File: config.mk
export PLATFORM = sky130hd
export DESIGN_NAME = integer_to_decimal_ascii_top
export DESIGN_NICKNAME = d
export VERILOG_FILES = /design/src/hw/rtl/i2da_pkg.sv /design/src/hw/rtl/i2da_div10.sv /design/src/hw/rtl/integer_to_decimal_ascii_top.sv
export SDC_FILE = /design/constraint.sdc
export NUM_CORES = 1
export LEC_CHECK = 0
export BUFFER_PORTS_ARGS = -buffer_cell sky130_fd_sc_hd__buf_2
export CELL_PAD_IN_SITES_DETAIL_PLACEMENT = 1
export CELL_PAD_IN_SITES_GLOBAL_PLACEMENT = 1
export CORE_ASPECT_RATIO = 1.4
export CORE_MARGIN = 10
export CORE_UTILIZATION = 51
export DETAILED_ROUTE_END_ITERATION = 8
export PLACE_DENSITY = 0.87
export SYNTH_ARGS = -nofsm -noshare
export SYNTH_HDL_FRONTEND = slang
export SYNTH_SLANG_ARGS = --single-unit
File: constraint.sdc
create_clock -name i_clk -period 7.7 [get_ports i_clk]
set_clock_uncertainty 0.05 [all_clocks]
set_input_delay 0.385 -clock i_clk [delete_from_list [all_inputs] [get_ports i_clk]]
set_output_delay 0.385 -clock i_clk [all_outputs]
set_load 0.01 [all_outputs]
File: src/hw/rtl/i2da_pkg.sv
// ----------------------------------------------------------------------------
// i2da_pkg
// Shared types and constants of the integer to decimal ascii converter.
// ----------------------------------------------------------------------------
`default_nettype none

package i2da_pkg;

    // default field width limit
    localparam int C_MAX_WIDTH = 10;

    // digit store
    localparam int C_NUM_DIGITS = 5;
    localparam int C_W_DIG_IDX  = $clog2(C_NUM_DIGITS);
    localparam int C_W_DIG_CNT  = $clog2(C_NUM_DIGITS + 1);

    // divide by ten through a reciprocal, exact for values below 81920
    localparam logic [15:0] C_RADIX     = 16'd10;
    localparam logic [31:0] C_RECIP10   = 32'd52429;
    localparam int          C_RECIP_SHR = 19;

    // characters
    localparam logic [7:0] C_CH_ZERO  = 8'h30;
    localparam logic [7:0] C_CH_MINUS = 8'h2D;
    localparam logic [7:0] C_CH_SPACE = 8'h20;
    localparam logic [7:0] C_CH_NONE  = 8'h00;

    // modes
    localparam logic [1:0] MODE_SIGNED = 2'd0;
    localparam logic [1:0] MODE_ZPAD   = 2'd1;
    localparam logic [1:0] MODE_SPAD   = 2'd2;
    localparam logic [1:0] MODE_ALT    = 2'd3;

    typedef struct packed {
        logic [1:0]  mode;
        logic [15:0] value;
        logic [3:0]  width;
    } t_req;

    typedef struct packed {
        logic [7:0] char_out;
        logic       last;
        logic       overflow;
    } t_res;

endpackage

`default_nettype wire

File: src/hw/rtl/i2da_div10.sv
// ----------------------------------------------------------------------------
// i2da_div10
// Shared digit unit: quotient and remainder of a 16-bit value by ten.
// ----------------------------------------------------------------------------
`default_nettype none

module i2da_div10 (
    input  wire logic [15:0] i_mag,
    output logic      [15:0] o_quot,
    output logic      [3:0]  o_rem
);
    import i2da_pkg::*;

    logic [31:0] w_prod;
    logic [15:0] w_quot;
    logic [15:0] w_back;

    // reciprocal multiply, then shift down
    assign w_prod = 32'(i_mag) * C_RECIP10;
    assign w_quot = 16'(w_prod >> C_RECIP_SHR);

    // remainder from quotient times ten
    assign w_back = 16'(w_quot * C_RADIX);
    assign o_quot = w_quot;
    assign o_rem  = 4'(i_mag - w_back);

endmodule

`default_nettype wire

File: src/hw/rtl/integer_to_decimal_ascii_top.sv
// ----------------------------------------------------------------------------
// integer_to_decimal_ascii_top
// Converts a 16-bit number to decimal ascii text, one character per cycle.
// ----------------------------------------------------------------------------
//  channel   | handshake         | payload
//  ----------+-------------------+------------------------------
//  request   | start / busy      | i_req  (mode, value, width)
//  result    | o_strobe          | o_res  (char_out, last, overflow)
//
//  a request runs digit steps through the shared divide-by-ten unit (1..5
//  digits), then a step to size the field, then the results (as many as the
//  field width or text length); an overflow result comes straight from the
//  sizing step
//  busy stays high from acceptance until the last result is registered
//  synchronous active-low reset clears the sequencer and the strobe
//  each result is shown for exactly one cycle; the receiver cannot stall
// ----------------------------------------------------------------------------
`default_nettype none

module integer_to_decimal_ascii_top #(
    parameter int MAX_WIDTH = i2da_pkg::C_MAX_WIDTH
) (
    input  wire logic          i_clk,
    input  wire logic          i_rst_n,
    input  wire logic          start,
    output logic               busy,
    input  wire i2da_pkg::t_req i_req,
    output logic               o_strobe,
    output i2da_pkg::t_res     o_res
);
    import i2da_pkg::*;

    localparam int W_FLD = $clog2(MAX_WIDTH + 1);
    localparam int W_CMP = (W_FLD > 4) ? W_FLD : 4;

    localparam logic [1:0] S_IDLE = 2'd0;
    localparam logic [1:0] S_CONV = 2'd1;
    localparam logic [1:0] S_PREP = 2'd2;
    localparam logic [1:0] S_EMIT = 2'd3;

    logic [1:0]             r_state, n_state;
    logic [1:0]             r_mode,  n_mode;
    logic                   r_neg,   n_neg;
    logic [15:0]            r_mag,   n_mag;
    logic [3:0]             r_width, n_width;
    logic [3:0]             r_dig [0:C_NUM_DIGITS-1];
    logic [3:0]             n_dig [0:C_NUM_DIGITS-1];
    logic [C_W_DIG_CNT-1:0] r_nd,    n_nd;
    logic [W_FLD-1:0]       r_pad,   n_pad;
    logic                   r_sgn,   n_sgn;
    logic [C_W_DIG_IDX-1:0] r_di,    n_di;
    logic                   r_strobe, n_strobe;
    t_res                   r_res,   n_res;

    logic [15:0]            w_quot;
    logic [3:0]             w_rem;
    logic [1:0]             w_mode;
    logic                   w_neg;
    logic [W_FLD-1:0]       w_textlen;
    logic [W_CMP-1:0]       w_wsat;
    logic [W_FLD-1:0]       w_field;

    // shared digit unit
    i2da_div10 u_div10 (
        .i_mag  (r_mag),
        .o_quot (w_quot),
        .o_rem  (w_rem)
    );

    // request decode
    assign w_mode = (i_req.mode == MODE_ALT) ? MODE_SIGNED : i_req.mode;
    assign w_neg  = (w_mode != MODE_ZPAD) && i_req.value[15];

    // field sizing
    assign w_textlen = W_FLD'(r_nd) + W_FLD'(r_neg);
    assign w_wsat    = (W_CMP'(r_width) > W_CMP'(MAX_WIDTH)) ? W_CMP'(MAX_WIDTH)
                                                             : W_CMP'(r_width);
    assign w_field   = (r_mode == MODE_SIGNED) ? w_textlen : W_FLD'(w_wsat);

    // sequencer
    always_comb begin
        n_state  = r_state;
        n_mode   = r_mode;
        n_neg    = r_neg;
        n_mag    = r_mag;
        n_width  = r_width;
        n_dig    = r_dig;
        n_nd     = r_nd;
        n_pad    = r_pad;
        n_sgn    = r_sgn;
        n_di     = r_di;
        n_strobe = 1'b0;
        n_res    = r_res;
        case (r_state)
            S_IDLE: begin
                if (start) begin
                    n_mode  = w_mode;
                    n_neg   = w_neg;
                    n_mag   = w_neg ? 16'(~i_req.value + 16'd1) : i_req.value;
                    n_width = i_req.width;
                    n_nd    = '0;
                    n_state = S_CONV;
                end
            end
            S_CONV: begin
                n_dig[r_nd[C_W_DIG_IDX-1:0]] = w_rem;
                n_nd  = r_nd + C_W_DIG_CNT'(1);
                n_mag = w_quot;
                if ((w_quot == 16'd0) || (r_nd == C_W_DIG_CNT'(C_NUM_DIGITS - 1))) begin
                    n_state = S_PREP;
                end
            end
            S_PREP: begin
                if ((r_mode != MODE_SIGNED) && (w_textlen > w_field)) begin
                    n_strobe       = 1'b1;
                    n_res.char_out = C_CH_NONE;
                    n_res.last     = 1'b1;
                    n_res.overflow = 1'b1;
                    n_state        = S_IDLE;
                end else begin
                    n_pad   = w_field - w_textlen;
                    n_sgn   = r_neg;
                    n_di    = C_W_DIG_IDX'(r_nd - C_W_DIG_CNT'(1));
                    n_state = S_EMIT;
                end
            end
            S_EMIT: begin
                n_strobe       = 1'b1;
                n_res.overflow = 1'b0;
                n_res.last     = 1'b0;
                if (r_pad != '0) begin
                    n_res.char_out = (r_mode == MODE_ZPAD) ? C_CH_ZERO : C_CH_SPACE;
                    n_pad          = r_pad - W_FLD'(1);
                end else if (r_sgn) begin
                    n_res.char_out = C_CH_MINUS;
                    n_sgn          = 1'b0;
                end else begin
                    n_res.char_out = C_CH_ZERO + 8'(r_dig[r_di]);
                    if (r_di == '0) begin
                        n_res.last = 1'b1;
                        n_state    = S_IDLE;
                    end else begin
                        n_di = r_di - C_W_DIG_IDX'(1);
                    end
                end
            end
            default: begin
                n_state = S_IDLE;
            end
        endcase
    end

    // control registers
    always_ff @(posedge i_clk) begin
        if (!i_rst_n) begin
            r_state  <= S_IDLE;
            r_strobe <= 1'b0;
        end else begin
            r_state  <= n_state;
            r_strobe <= n_strobe;
        end
    end

    // payload registers
    always_ff @(posedge i_clk) begin
        r_mode  <= n_mode;
        r_neg   <= n_neg;
        r_mag   <= n_mag;
        r_width <= n_width;
        r_dig   <= n_dig;
        r_nd    <= n_nd;
        r_pad   <= n_pad;
        r_sgn   <= n_sgn;
        r_di    <= n_di;
        r_res   <= n_res;
    end

    assign busy     = (r_state != S_IDLE);
    assign o_strobe = r_strobe;
    assign o_res    = r_res;

endmodule

`default_nettype wire

==> summary.txt <==
Run status
  – Status: completed

Setup path
  – R2R Setup Slk: 0.34 ns
  – Reg2reg start: r_mag[3]
  – CP startpoint kind: flop
  – Crit Path Class: reg2reg
  – Crit path DAT: 7.34 ns
  – Worst Setup End Kind: flop
  – Reg-to-Reg End: r_dig[11]
  – Worst reg2reg path depth: 22
  – CP required: 7.69 ns
  – Critical Path Fanout Max: 6

Synth
  – Post-synth top area share: 22.7%
  – Number of distinct library cells after synthesis: 70
  – Area contributors post-synth: edfxtp_1 (23%), ha_1 (22%), fa_1 (20%), inv_1 (8.2%), xnor2_1 (2.3%)
  – Top-count cell post-synth: inv_1
  – Syn Inst Count: 814
  – YS warnings: 0
  – Async SR Flop Fraction: 0%
  – Synth Area per Inst: 10.1 um^2
  – Synth Register Bits: 65
  – Post-synth top area cell: edfxtp_1
  – EDFF count, synth: 62
  – Cell area after synthesis: 8210 um^2
  – Synth cell count leaders: inv_1 (180), ha_1 (143), fa_1 (82)
  – Seq/Total Area, Yosys: 23.4%
  – Main synth FF type: edfxtp_1

Global routing
  – GR Util All Layers: 24.3%
  – Largest net degree at the start of global routing: 20
  – Initial antenna violation count: 1
  – First-pass GRT wire length: 40.6 mm
  – Total gr overflow: 0
  – Vias in the first global route: 7450

CTS
  – Post-CTS setup buffer count: 0
  – CTS max path bufs: 2
  – CTS tree: done
  – Clock Pin Slew Worst Setup and Hold Paths: 0.06 ns
  – Root Buffer: clkbuf_16
  – Sink Count: 65
  – H-tree lvl count: 3
  – TritonCTS Buffers: 9
  – Clock latency on the worst-skew pair: 0.34 ns

Min path
  – WHS Endpoint: r_width[2]
  – Hold Crit Depth: 1
  – Min-delay worst type: in2reg
  – Hold path startpoint: i_req[2]

Drt
  – First-pass DRT Iterations: 5
  – Remaining antenna violation count after routing: 0
  – DRT iter0 DRCs: 449
  – Wirelength per Cell: 24.8 um
  – Drt drc: 0
  – Via count: 6392
  – WL final: 26.1 mm
  – Vias/cell: 6.08

Final layout
  – Core Util, Final: 56.9%
  – Share of cells above drive strength 1: 8.78%
  – Area grow syn2layout: 8.69%
  – Finished Layout Cells: 1051
  – Nets: 1099

Die
  – Top Ports: 37
  – Core area: 15700 um^2
  – Starting density of the core: 52.4%
  – Die height: 170 um
  – Rows: 54
  – Die W: 127 um
  – Die ar.: 21600 um^2

STA
  – Final worst setup slack: 0.344 ns
  – Final min period: 7.36 ns
  – Pins Over Slew Limit: 0
  – Final Hold Fails: 0
  – Setup TNS: 0 ns
  – Max_slew headroom: 18.2%
  – Worst Tran Pin Value: 1.23 ns
  – Crit share post-route: 95.5%
  – FMAX: 0.136 GHz
  – Endpoints failing setup: 0

Placement
  – Port bufs: 34
  – Inst Count DP: 1034
  – Routability cong.: 1.02
  – DP HPWL: 21.8 mm
  – Pre-CTS WS: 0.288 ns

Flow run
  – Max-cap violations: 0
flip-flops by register name, indices dropped and copies added (netlist names), 3 cells and up:
name     count
o_res        8
r_pad        4
r_width      4
r_di         3
r_mag       16
r_dig       20
r_nd         3
metrics by stage:
step                area, um^2  hold slack [ns]
floorplan                 8220            0.434
CTS                       8910            0.165
global placement          8590            0.512
detailed placement        8590            0.514
finish                    8920            0.170
global route              8920            0.167
final cells by class:
class | instances | area (um^2)
fillers | 1742 | 6750
multi-input cells | 557 | 5570
flip-flops and latches | 65 | 1920
inverters | 181 | 679
well taps | 196 | 245
clock buffers | 10 | 239
repair buffers | 35 | 178
clock inverters | 6 | 90.1
diodes | 1 | 2.50
how the worst max path moves through the flow:
stage / start / to / slack, ns / cells past startpoint
final: r_mag[3] / r_dig[11] / 0.34 / 22
after global routing: r_mag[3] / r_dig[3] / -0.04 / 22
after CTS: r_mag[3] / r_dig[11] / 0.26 / 22
after detailed placement: r_mag[3] / r_dig[7] / 0.29 / 22
after global placement: r_mag[3] / r_dig[15] / 0.92 / 22
after floorplan: r_mag[3] / r_dig[11] / 1.45 / 22
layout by cell type (no fill, tap or decap), drive strengths merged, types with 7 or more instances in the layout:
master and instances:
xor2 14, a21o 9, fa 82, nand2b 7, ha 143, edfxtp 62, a21oi 30, nand3 13
nand2 43, nor2 35, nor3 14, clkbuf 10, buf 35, inv 182, xnor2 22, and3 7
o21ai 35
timing repair:
item                       CTS  global route
setup endpoints to repair    0             5
hold buffers                 0             0
resized for setup            0             1
cell families after synthesis:
kind of cell	Yosys count	share of synthesized area, %
multiplexers	11	1.97
AO/OA/AOI/OAI	125	10.4
adder cells (fa/ha/maj)	225	41.8
AND/OR/NAND/NOR	158	9.64
XOR/XNOR	36	3.84
flip-flops	65	23.4
buffers and inverters	193	8.91
other	1	0.0457
routing by layer:
layer / global-route usage [%] / routed length (um)
met1: 22.0 / 8430
met2: 46.6 / 14500
met3: 3.36 / 857
met4: 19.2 / 2350
met5: 0 / 0
worst max-delay path, stage by stage (launching register included):
cell and delay [ns]:
edfxtp_1 0.50, ha_1 0.42, inv_1 0.09, fa_1 0.56
inv_1 0.07, fa_1 0.51, fa_1 0.56, fa_1 0.56
inv_1 0.07, fa_1 0.54, inv_1 0.05, ha_1 0.36
nand2_1 0.15, nor2_1 0.35, and3_1 0.30, nor3_1 0.08
xor2_1 0.46, inv_1 0.15, ha_1 0.23, fa_1 0.38
xor2_1 0.19, xnor2_1 0.25, xnor2_2 0.16
Power is left out: the tool's default activity adds up to more than one toggle a clock period on the data nets, which glitch-free logic cannot reach.
